`config.mk`:
```
export PLATFORM = sky130hd
export DESIGN_NAME = wav_riff_header_parser
export DESIGN_NICKNAME = d
export VERILOG_FILES = /design/src/rtl/wrp_pkg.sv /design/src/rtl/wav_riff_header_parser.sv /design/src/rtl/wrp_apb_regs.sv /design/src/rtl/wrp_parse_core.sv
export VERILOG_INCLUDE_DIRS = /design/src /design/src/rtl
export SDC_FILE = /design/constraint.sdc
export NUM_CORES = 1
export LEC_CHECK = 0
export ABC_AREA = 1
export BUFFER_PORTS_ARGS = -buffer_cell sky130_fd_sc_hd__buf_2
export CAP_MARGIN = 30
export CORE_MARGIN = 3
export CORE_UTILIZATION = 55
export DETAILED_ROUTE_END_ITERATION = 10
export MAX_ROUTING_LAYER = met4
export PLACE_DENSITY = 0.74
export SYNTH_ARGS = -nofsm -noshare
export SYNTH_HDL_FRONTEND = slang
export SYNTH_HIERARCHICAL = 1
export SYNTH_SLANG_ARGS = --single-unit
```
`constraint.sdc`:
```
create_clock -name clk -period 30.9 [get_ports clk]
set_input_delay 7.725 -clock clk [delete_from_list [all_inputs] [get_ports clk]]
set_output_delay 7.725 -clock clk [all_outputs]
set_load 0.1 [all_outputs]
```
`src/rtl/assert_macros.svh`:
```
// assertion macros used by the top-level rtl file
// no dependencies; bodies are empty when SYNTHESIS is defined
`ifndef ASSERT_MACROS_SVH
`define ASSERT_MACROS_SVH

`ifndef SYNTHESIS

// same-cycle implication, sampled on the rising clock edge
`define ASSERT_IMPLIES(label, clk, rst_n, ante, cons, msg) \
	label: assert property (@(posedge clk) disable iff (!rst_n) (ante) |-> (cons)) \
		else $error(msg);

// next-cycle implication, sampled on the rising clock edge
`define ASSERT_NEXT(label, clk, rst_n, ante, cons, msg) \
	label: assert property (@(posedge clk) disable iff (!rst_n) (ante) |=> (cons)) \
		else $error(msg);

`else

`define ASSERT_IMPLIES(label, clk, rst_n, ante, cons, msg)
`define ASSERT_NEXT(label, clk, rst_n, ante, cons, msg)

`endif

`endif

```
`src/rtl/wrp_pkg.sv`:
```
// types and constants of the wav riff header parser
// no dependencies; used by all rtl modules of the block
`default_nettype none

package wrp_pkg;

	// parser phases; codes above PH_HALT behave as halted
	typedef enum logic [2:0] {
		PH_RIFF = 3'd0,
		PH_CHDR = 3'd1,
		PH_BODY = 3'd2,
		PH_PAD  = 3'd3,
		PH_HALT = 3'd4
	} wrp_phase_t;

	// tags, first file byte in bits 31..24
	localparam logic [31:0] TAG_RIFF = 32'h5249_4646;
	localparam logic [31:0] TAG_WAVE = 32'h5741_5645;
	localparam logic [31:0] TAG_FMT  = 32'h666D_7420;
	localparam logic [31:0] TAG_DATA = 32'h6461_7461;

	localparam int unsigned MIN_FILE_LEN = 44;
	localparam logic [31:0] MIN_FMT_LEN  = 32'd16;
	localparam logic [15:0] FMT_PCM      = 16'd1;
	localparam logic [15:0] MONO         = 16'd1;
	localparam logic [15:0] BITS_16      = 16'd16;

	// configuration register map
	localparam int unsigned  APB_ADDR_W        = 2;
	localparam logic [APB_ADDR_W-1:0] ADDR_EXPECTED_RATE = 2'd0;
	localparam logic [31:0]  EXPECTED_RATE_RST = 32'd16000;

	// stream widths
	localparam int unsigned IN_TDATA_W  = 8;
	localparam int unsigned OUT_TDATA_W = 128;
	localparam int unsigned OUT_TUSER_W = 2;

	// one result per file
	typedef struct packed {
		logic        parse_ok;
		logic [31:0] sample_rate;
		logic [15:0] channel_count;
		logic [15:0] sample_bits;
		logic [31:0] data_offset;
		logic [30:0] sample_count;
		logic        mono16_match;
	} wrp_result_t;

	// parser status seen by the top level
	typedef struct packed {
		wrp_phase_t phase;
		logic       err;
		logic       pos_zero;
	} wrp_status_t;

	// byte idx of a tag in file order
	function automatic logic [7:0] tag_byte(input logic [31:0] tag, input logic [1:0] idx);
		logic [7:0] b;
		case (idx)
			2'd0:    b = tag[31:24];
			2'd1:    b = tag[23:16];
			2'd2:    b = tag[15:8];
			default: b = tag[7:0];
		endcase
		return b;
	endfunction

endpackage

`default_nettype wire

```
`src/rtl/wav_riff_header_parser.sv`:
```
// top level of the wav riff header parser: input register, parse core, result register
// depends on wrp_pkg, wrp_apb_regs, wrp_parse_core and assert_macros.svh
//
//   channel   dir   handshake          payload
//   s_*       in    s_tvalid/s_tready  tdata file byte, tlast final byte of file
//   m_*       out   m_tvalid/m_tready  tdata result fields, tuser flags
//   apb       in    psel/penable       expected_rate at address 0
//
// one byte per cycle while no last byte waits on an untaken result; the parse core updates
// its state as each beat leaves the input register, and the result of a file is loaded into the
// result register as its last byte leaves the input register.
// reset (arst_n low) clears the parse state; expected_rate returns to 16000.
// a last byte waits in the input register while an earlier result is not taken.
`default_nettype none
`include "assert_macros.svh"

module wav_riff_header_parser #(
	parameter int unsigned POSITION_BITS = 32
) (
	input  logic                                 clk,
	input  logic                                 arst_n,
	// slave side
	input  logic                                 s_tvalid,
	output logic                                 s_tready,
	input  logic [wrp_pkg::IN_TDATA_W-1:0]       s_tdata,   // [7:0] file_byte
	input  logic                                 s_tlast,   // is_last
	// master side
	output logic                                 m_tvalid,
	input  logic                                 m_tready,
	// [31:0] sample_rate, [47:32] channel_count, [63:48] sample_bits,
	// [95:64] data_offset, [126:96] sample_count, [127] zero
	output logic [wrp_pkg::OUT_TDATA_W-1:0]      m_tdata,
	// [0] parse_ok, [1] mono16_match
	output logic [wrp_pkg::OUT_TUSER_W-1:0]      m_tuser,
	// configuration
	input  logic                                 psel,
	input  logic                                 penable,
	input  logic                                 pwrite,
	input  logic [wrp_pkg::APB_ADDR_W-1:0]       paddr,
	input  logic [31:0]                          pwdata,
	output logic [31:0]                          prdata,
	output logic                                 pready
);
	import wrp_pkg::*;

	logic        valid_s1;
	logic [7:0]  byte_s1;
	logic        last_s1;
	logic        core_en;
	logic        out_load;
	logic [31:0] expected_rate;

	wrp_result_t result;
	wrp_status_t status;

	logic                   m_tvalid_q;
	logic [OUT_TDATA_W-1:0] m_tdata_q;
	logic [OUT_TUSER_W-1:0] m_tuser_q;

	wrp_apb_regs u_regs (
		.clk          (clk),
		.arst_n       (arst_n),
		.psel         (psel),
		.penable      (penable),
		.pwrite       (pwrite),
		.paddr        (paddr),
		.pwdata       (pwdata),
		.prdata       (prdata),
		.pready       (pready),
		.expected_rate(expected_rate)
	);

	// a byte moves on unless it is a last byte facing a full result register that is not being read
	assign core_en  = valid_s1 && (!last_s1 || !m_tvalid_q || m_tready);
	assign out_load = core_en && last_s1;
	assign s_tready = !valid_s1 || core_en;

	// input register
	always_ff @(posedge clk or negedge arst_n) begin
		if (!arst_n) begin
			valid_s1 <= 1'b0;
		end else if (s_tready) begin
			valid_s1 <= s_tvalid;
		end
	end

	always_ff @(posedge clk) begin
		if (s_tvalid && s_tready) begin
			byte_s1 <= s_tdata;
			last_s1 <= s_tlast;
		end
	end

	wrp_parse_core #(
		.POSITION_BITS(POSITION_BITS)
	) u_core (
		.clk          (clk),
		.arst_n       (arst_n),
		.en           (core_en),
		.file_byte    (byte_s1),
		.is_last      (last_s1),
		.expected_rate(expected_rate),
		.result       (result),
		.status       (status)
	);

	// result register
	always_ff @(posedge clk or negedge arst_n) begin
		if (!arst_n) begin
			m_tvalid_q <= 1'b0;
		end else if (out_load) begin
			m_tvalid_q <= 1'b1;
		end else if (m_tready) begin
			m_tvalid_q <= 1'b0;
		end
	end

	always_ff @(posedge clk) begin
		if (out_load) begin
			m_tdata_q <= {1'b0, result.sample_count, result.data_offset,
				result.sample_bits, result.channel_count, result.sample_rate};
			m_tuser_q <= {result.mono16_match, result.parse_ok};
		end
	end

	assign m_tvalid = m_tvalid_q;
	assign m_tdata  = m_tdata_q;
	assign m_tuser  = m_tuser_q;

	// a finished file leaves the parser at the start of the riff header
	`ASSERT_NEXT(a_restart_after_last, clk, arst_n, out_load, (status.phase == PH_RIFF) && status.pos_zero, "parser did not restart after last byte")

	// halted parser always carries the error flag
	`ASSERT_IMPLIES(a_halt_has_err, clk, arst_n, status.phase == PH_HALT, status.err, "halted without error")

	// a last byte behind an untaken result holds the input side
	`ASSERT_IMPLIES(a_last_blocks_input, clk, arst_n, valid_s1 && last_s1 && m_tvalid_q && !m_tready, !s_tready && !core_en, "last byte advanced over a pending result")

endmodule

`default_nettype wire

```
`src/rtl/wrp_apb_regs.sv`:
```
// apb configuration register: expected sample rate
// depends on wrp_pkg
`default_nettype none

module wrp_apb_regs (
	input  logic                             clk,
	input  logic                             arst_n,
	input  logic                             psel,
	input  logic                             penable,
	input  logic                             pwrite,
	input  logic [wrp_pkg::APB_ADDR_W-1:0]   paddr,
	input  logic [31:0]                      pwdata,
	output logic [31:0]                      prdata,
	output logic                             pready,
	output logic [31:0]                      expected_rate
);
	import wrp_pkg::*;

	logic        wr_en;
	logic [31:0] rate_q;

	assign pready = 1'b1;
	assign wr_en  = psel & penable & pwrite & (paddr == ADDR_EXPECTED_RATE);

	// register write
	always_ff @(posedge clk or negedge arst_n) begin
		if (!arst_n) begin
			rate_q <= EXPECTED_RATE_RST;
		end else if (wr_en) begin
			rate_q <= pwdata;
		end
	end

	// read mux
	assign prdata        = (paddr == ADDR_EXPECTED_RATE) ? rate_q : 32'd0;
	assign expected_rate = rate_q;

endmodule

`default_nettype wire

```
`src/rtl/wrp_parse_core.sv`:
```
// per-byte parse state and result logic of the wav riff header parser
// depends on wrp_pkg
`default_nettype none

module wrp_parse_core #(
	parameter int unsigned POSITION_BITS = 32
) (
	input  logic                 clk,
	input  logic                 arst_n,
	input  logic                 en,
	input  logic [7:0]           file_byte,
	input  logic                 is_last,
	input  logic [31:0]          expected_rate,
	output wrp_pkg::wrp_result_t result,
	output wrp_pkg::wrp_status_t status
);
	import wrp_pkg::*;

	// control state
	wrp_phase_t               phase_q, phase_n;
	logic [POSITION_BITS-1:0] pos_q, pos_inc;
	logic [31:0]              rem_q, rem_n;
	logic                     err_q, err_n;
	logic                     fmt_seen_q, fmt_seen_n;
	logic                     data_seen_q, data_seen_n;
	logic                     pad_q, pad_n;

	// chunk header and captures
	logic [31:0] tag_q, tag_n;
	logic [31:0] len_q, len_n;
	logic [15:0] fmtw_q, fmtw_n;
	logic [31:0] rate_q, rate_n;
	logic [15:0] chan_q, chan_n;
	logic [15:0] bits_q, bits_n;
	logic [31:0] doff_q, doff_n;
	logic [30:0] dcnt_q, dcnt_n;

	// helpers
	logic [63:0] pos_ext;
	logic [2:0]  hdr_k;
	logic [31:0] len_shift;
	logic [31:0] body_k;
	logic [31:0] rem_dec;
	logic [15:0] fmtw_hi;
	logic        ok;

	assign pos_inc   = (&pos_q) ? pos_q : pos_q + 1'b1;
	assign pos_ext   = 64'(pos_inc);
	assign hdr_k     = rem_q[2:0];
	assign len_shift = {file_byte, len_q[31:8]};
	assign body_k    = len_q - rem_q;
	assign rem_dec   = (rem_q != 32'd0) ? rem_q - 32'd1 : 32'd0;
	assign fmtw_hi   = {file_byte, fmtw_q[7:0]};

	// next state for one byte
	always_comb begin
		phase_n     = phase_q;
		rem_n       = rem_q;
		err_n       = err_q;
		fmt_seen_n  = fmt_seen_q;
		data_seen_n = data_seen_q;
		pad_n       = pad_q;
		tag_n       = tag_q;
		len_n       = len_q;
		fmtw_n      = fmtw_q;
		rate_n      = rate_q;
		chan_n      = chan_q;
		bits_n      = bits_q;
		doff_n      = doff_q;
		dcnt_n      = dcnt_q;
		case (phase_q)
			PH_RIFF: begin
				// position stays below 12 in this phase
				if ((pos_q[3:2] == 2'd0) && (file_byte != tag_byte(TAG_RIFF, pos_q[1:0]))) begin
					err_n   = 1'b1;
					phase_n = PH_HALT;
				end else if ((pos_q[3:2] == 2'd2) &&
					(file_byte != tag_byte(TAG_WAVE, pos_q[1:0]))) begin
					err_n   = 1'b1;
					phase_n = PH_HALT;
				end else if (pos_q[3:0] == 4'd11) begin
					phase_n = PH_CHDR;
					rem_n   = 32'd0;
				end
			end
			PH_CHDR: begin
				if (!hdr_k[2]) begin
					tag_n = {tag_q[23:0], file_byte};
				end else begin
					len_n = len_shift;
				end
				if (hdr_k == 3'd7) begin
					// full header: tag is complete, length takes this byte
					if ((tag_q == TAG_FMT) && (len_shift < MIN_FMT_LEN)) begin
						err_n   = 1'b1;
						phase_n = PH_HALT;
					end else if ((tag_q == TAG_DATA) && !fmt_seen_q) begin
						err_n   = 1'b1;
						phase_n = PH_HALT;
					end else begin
						if (tag_q == TAG_FMT) begin
							fmtw_n     = 16'd0;
							rate_n     = 32'd0;
							chan_n     = 16'd0;
							bits_n     = 16'd0;
							fmt_seen_n = 1'b1;
						end else if (tag_q == TAG_DATA) begin
							doff_n      = pos_ext[31:0];
							dcnt_n      = len_shift[31:1];
							data_seen_n = 1'b1;
						end
						pad_n = len_shift[0];
						if (len_shift == 32'd0) begin
							rem_n   = 32'd0;
							phase_n = PH_CHDR;
						end else if (is_last) begin
							err_n   = 1'b1;
							phase_n = PH_HALT;
						end else begin
							rem_n   = len_shift;
							phase_n = PH_BODY;
						end
					end
				end else begin
					rem_n = {29'd0, hdr_k + 3'd1};
				end
			end
			PH_BODY: begin
				// fmt body captures by byte offset within the body
				if ((tag_q == TAG_FMT) && (body_k[31:4] == 28'd0)) begin
					case (body_k[3:0])
						4'd0:  fmtw_n[7:0]   = file_byte;
						4'd1:  fmtw_n[15:8]  = file_byte;
						4'd2:  chan_n[7:0]   = file_byte;
						4'd3:  chan_n[15:8]  = file_byte;
						4'd4:  rate_n[7:0]   = file_byte;
						4'd5:  rate_n[15:8]  = file_byte;
						4'd6:  rate_n[23:16] = file_byte;
						4'd7:  rate_n[31:24] = file_byte;
						4'd14: bits_n[7:0]   = file_byte;
						4'd15: bits_n[15:8]  = file_byte;
						default: ;
					endcase
				end
				if ((tag_q == TAG_FMT) && (body_k == 32'd1) && (fmtw_hi != FMT_PCM)) begin
					err_n   = 1'b1;
					phase_n = PH_HALT;
				end else if (rem_dec == 32'd0) begin
					rem_n   = 32'd0;
					phase_n = pad_q ? PH_PAD : PH_CHDR;
				end else if (is_last) begin
					rem_n   = rem_dec;
					err_n   = 1'b1;
					phase_n = PH_HALT;
				end else begin
					rem_n = rem_dec;
				end
			end
			PH_PAD: begin
				phase_n = PH_CHDR;
				rem_n   = 32'd0;
			end
			default: ;
		endcase
	end

	// result from the updated state
	always_comb begin
		ok     = !err_n && fmt_seen_n && data_seen_n &&
			(pos_inc >= POSITION_BITS'(MIN_FILE_LEN));
		result = '0;
		if (ok) begin
			result.parse_ok      = 1'b1;
			result.sample_rate   = rate_n;
			result.channel_count = chan_n;
			result.sample_bits   = bits_n;
			result.data_offset   = doff_n;
			result.sample_count  = dcnt_n;
			result.mono16_match  = (chan_n == MONO) && (bits_n == BITS_16) &&
				(rate_n == expected_rate);
		end
	end

	// control registers; the last byte restarts the parser
	always_ff @(posedge clk or negedge arst_n) begin
		if (!arst_n) begin
			phase_q     <= PH_RIFF;
			pos_q       <= '0;
			rem_q       <= '0;
			err_q       <= 1'b0;
			fmt_seen_q  <= 1'b0;
			data_seen_q <= 1'b0;
			pad_q       <= 1'b0;
		end else if (en) begin
			if (is_last) begin
				phase_q     <= PH_RIFF;
				pos_q       <= '0;
				rem_q       <= '0;
				err_q       <= 1'b0;
				fmt_seen_q  <= 1'b0;
				data_seen_q <= 1'b0;
				pad_q       <= 1'b0;
			end else begin
				phase_q     <= phase_n;
				pos_q       <= pos_inc;
				rem_q       <= rem_n;
				err_q       <= err_n;
				fmt_seen_q  <= fmt_seen_n;
				data_seen_q <= data_seen_n;
				pad_q       <= pad_n;
			end
		end
	end

	// header and capture registers
	always_ff @(posedge clk) begin
		if (en) begin
			tag_q  <= tag_n;
			len_q  <= len_n;
			fmtw_q <= fmtw_n;
			rate_q <= rate_n;
			chan_q <= chan_n;
			bits_q <= bits_n;
			doff_q <= doff_n;
			dcnt_q <= dcnt_n;
		end
	end

	assign status.phase    = phase_q;
	assign status.err      = err_q;
	assign status.pos_zero = (pos_q == '0);

endmodule

`default_nettype wire
```
---- Word-level counts from Yosys, hierarchy flattened ----
Cells that the tools add are included.
Widths: inputs -> output; s select.
storage, ports and cells
  register bits after elaboration ......... 442
  logic and storage cells ................. 228
operators by class
  $add $sub $neg .......................... 4
  reduce and logical (&&, ||, !) cells .... 44
  mux-type cells .......................... 109
  equal/unequal tests ..................... 42
  bitwise logic cells ..................... 4
  $lt $le $gt $ge ......................... 2
operators with widths
  operator               count
  $mux 32                25
  $mux 31                6
  $mux 16                10
  $mux 8                 17
  $mux 129               1
  $pmux 32 s4            1
  $eq 32x31->1 const B   2
  $logic_not 32->1       2
  $pmux 16 s2            2
  $pmux 32 s2            1
  $add 32x1->32 const B  1
  $eq 32x1->1 const B    1
  $eq 32x32->1           1
  $ge 32x6->1 const B    1
  $lt 32x5->1 const B    1
  $reduce_and 32->1      1
  $reduce_bool 32->1     1
  $sub 32x1->32 const B  1
  $sub 32x32->32         1
  $mux 1                 30
  $logic_not 28->1       1
  $mux 3                 9
  $eq 16x1->1 const B    1
  $eq 16x5->1 const B    1
  37 further kinds       87

---- Longest topological paths before layout ----
  depth in word-level cells ............... 17
  mapped depth ............................ 30
  mapped depth without buffers ............ 30

---- By module ----
Netlist, hierarchy kept.
by module, submodules not included
  module                  cells an instance  times used  seq. area each (sq um)  area each (sq um)
  wrp_parse_core          3,034              1           7,752.4                 20,305.7
  wav_riff_header_parser  154                1           4,194.0                 4,262.8
  wrp_apb_regs            212                1           808.3                   1,594.0

---- Worst setup path before layout ----
Ideal clock, no wire load.
  path kind ............................... input -> register
  start point ............................. input m_tready
  end point ............................... register u_core.len_q[0], enable pin
  arrival time ............................ 17,482 ps
  path slack .............................. 12,957 ps
  stages .................................. 5
  required time ........................... 30,439 ps
  buffers on the path ..................... 1
  setup time .............................. 461 ps
  path through ............................ inv_1 > a31oi_1 > inv_1 > clkbuf_1 > nor3_1
on the way
  longest elaborated chain between the ends .. 3
RTL lines
  what                        RTL line                      source
  start: declaration          wav_riff_header_parser.sv:29  input logic m_tready,
  $logic_or 1x1->1            wav_riff_header_parser.sv:74  assign core_en = valid_s1 && (!last_s1 || !m_tvalid_q || m_tready);
  $logic_and 1x1->1           wav_riff_header_parser.sv:74
  named net core_en           wav_riff_header_parser.sv:49  logic core_en;
  $reduce_and 3->1 (no line)  -
  end signal: assignment      wrp_parse_core.sv:219         len_q <= len_n;
  end: declaration            wrp_parse_core.sv:30          logic [31:0] len_q, len_n;
The timed path passes the listed nets, and every way through them passes these cells.
A chain may end at the register's enable or synchronous reset.

---- Worst setup path after layout ----
  start point ............................. input paddr[1] in the netlist's numbering
  end point ............................... output prdata[12]
on the way
  longest elaborated chain between the ends .. 2
RTL lines
  what                RTL line                      source
  start: declaration  wav_riff_header_parser.sv:39  input logic [wrp_pkg::APB_ADDR_W-1:0] paddr,
  $logic_not 2->1     wrp_apb_regs.sv:35            assign prdata = (paddr == ADDR_EXPECTED_RATE) ? rate_q : 32'd0;
  $mux 32             wrp_apb_regs.sv:35
  end: declaration    wav_riff_header_parser.sv:41  output logic [31:0] prdata,
Every way passes these cells.

==> parameters.txt <==
Parameter                              Value

Run status
  Result of the run    complete, no violations

CTS
  CTS-repair resized insts    0
  Clock-pin slew on the worst setup and hold paths    0.06 ns
  Clock insertion delay at the later pin of the skew report    0.59 ns
  Sink count of the clock tree    442
  Number of buffers inserted to repair setup after CTS    0
  H-tree level count    2
  TritonCTS clock tree    done
  Count of hold-fix buffers inserted at cts    0
  Maximum clock path buffer count    3
  Root Buffer Master    sky130_fd_sc_hd__clkbuf_16
  Cts bufs inserted    46

Worst setup path
  Worst path arrival time    9.51 ns
  Required time at the worst-slack endpoint    23.18 ns
  Critical Path Source Type    input port
  Most used cell, CP    sky130_fd_sc_hd__buf_2
  Slowest-stage cell, CP    sky130_fd_sc_hd__nor2_4
  CP peak stage delay    0.59 ns
  Kind of critical path    in2out
  Largest fanout on the critical path    34
  Kind of capture point of the worst setup path    output port
  Family of cells with the greatest summed delay on the critical path    buffers and inverters
  Critical path, cell by cell    buf_2 > nor2_4 > inv_2 > nor2_1 > buf_2
  Critical path buffer and inverter count    3

Cells and area
  Share of cells above drive strength 1    11.2%
  Area grow syn2layout    12.1%
  Post-route cell area    29200 sq um
  Post-route insts no fill    4206
  Final Net Count    3652
  Antenna diodes    0

Detailed routing
  DR WL/cell    17.6 um
  Detailed router's first-iteration violation count    2519
  Post-DRT Antenna Nets    0
  Number of remaining DRC errors    0
  Via density per instance    5.47
  Vias after detailed routing    22995
  Pre-antenna DRT Iters    6
  DRT Wirelength    74.1 mm

Timing
  Hold violation total from the final report    0
  Highest attainable clock frequency    58.0 MHz
  Fin Clk Skew    0.0240 ns
  Tightest Pin Transition    1.01 ns
  Relative slew margins    32.7%
  Least setup slack across all paths after layout    13.66 ns
  Final max-slew violation count    0
  Setup repair after global routing missed its margin    false
  Setup-failing EPs final    0
  Final worst path period need    17.24 ns
  Final TNS setup    0 ns
  Share of the clock period used by the worst path after layout    55.8%

Synth
  Mapped cell area    26100 sq um
  Yosys warns    6
  Post-synthesis area per instance    7.70 sq um
  Total nets after synthesis    3479
  Gate Count Post-Synth    3388

Global route
  Number of global-route vias before repair    21303
  Total routing usage reported by global routing    30.1%
  Largest net degree at the start of global routing    142
  Wire length of the first global-routing pass    116 mm
  Total congestion overflow    0
  Number of antenna violations at the first check in global routing    0

Floorplanning
  IO Pins    215
  Site row count    79
  Initial core utilization    55.8%
  Floorplan die width    224 um
  Die Footprint    50100 sq um
  Placeable core region    46800 sq um
  Die H    224 um

Place
  Minimum setup slack after placement    13.69 ns
  GPL Wtd Cong    1.01
  Cell area after placement    27600 sq um
  Placed cell count    4119
  Number of buffers inserted by port buffering    212
  Post-DP HPWL    53.8 mm

Power
  Total power per unit cell area    55.7 nW/um^2
  Maximum vdd drop    47.3 uV
  LEAKAGE    13.9 nW

Hold path
  Hold Path Class    reg2reg

Job
  Count of maximum capacitance violations    0
==> where the power goes <==
group | total [W] | switching, W | internal, W
Combinational | 0.000327 | 0.000249 | 0.0000788
Clock | 0.000576 | 0.000238 | 0.000338
Sequential | 0.000727 | 0.0000329 | 0.000694
Total | 0.00163 | 0.000519 | 0.00111
==> worst paths after layout <==
path	start	endpoint	slack (ns)	cells past startpoint
setup / recovery	paddr[1]	prdata[12]	13.66	5
hold / removal	u_core/tag_q[5]	u_core/tag_q[13]	0.46	0
setup reg to reg	u_core/rem_q[0]	m_tdata[46]	25.19	21
hold reg to reg	u_core/tag_q[5]	u_core/tag_q[13]	0.46	0
max in group asynchronous	arst_n	u_core/rem_q[15]	22.79	3
min in group asynchronous	arst_n	u_regs/expected_rate[24]	7.09	1
==> cells in the final DEF, fill, tap and decap left out, types with 80 or more instances in the layout <==
cell,instances
sky130_fd_sc_hd__a21oi_1,81
sky130_fd_sc_hd__nand3_1,233
sky130_fd_sc_hd__dfrtp_1,99
sky130_fd_sc_hd__nor2_1,377
sky130_fd_sc_hd__buf_2,211
sky130_fd_sc_hd__nand4_1,80
sky130_fd_sc_hd__nand2_1,1024
sky130_fd_sc_hd__o21ai_0,180
sky130_fd_sc_hd__inv_1,521
sky130_fd_sc_hd__edfxtp_1,337
==> cell type report <==
class | count | area [sq um]
Fill cell | 4253 | 17500
Clock inverter | 21 | 206
Tap cell | 607 | 759
Multi-Input combinational cell | 2302 | 10800
Inverter | 534 | 2010
Timing Repair Buffer | 235 | 1300
Sequential cell | 442 | 12800
Clock buffer | 65 | 1380
==> flip-flops by register name, indices dropped and copies added, names as in the netlist, 2 cells and up <==
| register | cells |
|---|---|
| m_tdata | 127 |
| u_core/tag_q | 32 |
| u_core/rem_q | 32 |
| u_core/doff_q | 32 |
| byte_s1 | 8 |
| u_core/len_q | 32 |
| u_core/chan_q | 16 |
| m_tuser | 2 |
| u_regs/expected_rate | 32 |
| u_core/dcnt_q | 31 |
| u_core/pos_q | 32 |
| u_core/phase_q | 3 |
| u_core/bits_q | 16 |
| u_core/rate_q | 32 |
| u_core/fmtw_q | 8 |
==> worst reg2reg max path, cell delays in order (launching register included) <==
cell                      delay [ns]
sky130_fd_sc_hd__dfrtp_1        0.47
sky130_fd_sc_hd__ha_1           0.27
sky130_fd_sc_hd__fa_1           0.51
sky130_fd_sc_hd__inv_1          0.15
sky130_fd_sc_hd__nand2_1        0.08
sky130_fd_sc_hd__nand2_1        0.09
sky130_fd_sc_hd__nand3_1        0.10
sky130_fd_sc_hd__nand2_1        0.14
sky130_fd_sc_hd__nand2_1        0.09
sky130_fd_sc_hd__nand3_1        0.17
sky130_fd_sc_hd__nand2_1        0.07
sky130_fd_sc_hd__nor2_1         0.09
sky130_fd_sc_hd__nand2_1        0.06
sky130_fd_sc_hd__nor2_1         0.33
sky130_fd_sc_hd__nand3_1        0.21
sky130_fd_sc_hd__nor2_2         0.29
sky130_fd_sc_hd__nand4_1        0.27
sky130_fd_sc_hd__nand2_1        0.18
sky130_fd_sc_hd__nand2_2        0.27
sky130_fd_sc_hd__nand2_4        0.57
sky130_fd_sc_hd__buf_4          0.76
sky130_fd_sc_hd__a21oi_1        0.23
==> per-stage QoR <==
stage / total power [W] / utilization (%) / hold WS (ns)
final: 0.00163 / 62.5 / 0.458
after global routing: 0.00169 / 62.5 / 0.482
after CTS: 0.00163 / 62.5 / 0.461
after detailed placement: 0.00106 / 59.1 / 0.441
after global placement: 0.00105 / 59.0 / 0.431
after floorplan: 0.000980 / - / 0.426
==> per-layer routing <==
layer  part of all wire (%)  vias up  track usage [%]  wire length [um]
met5                      0        -                -                 0
met2                     46      929             47.1             34400
li1                       -    11300                -                 -
met1                     44    10634             41.9             32500
met3                    7.1      132             3.84              5270
met4                    2.6        0             8.11              1910
Power figures use the tool's default switching activity.
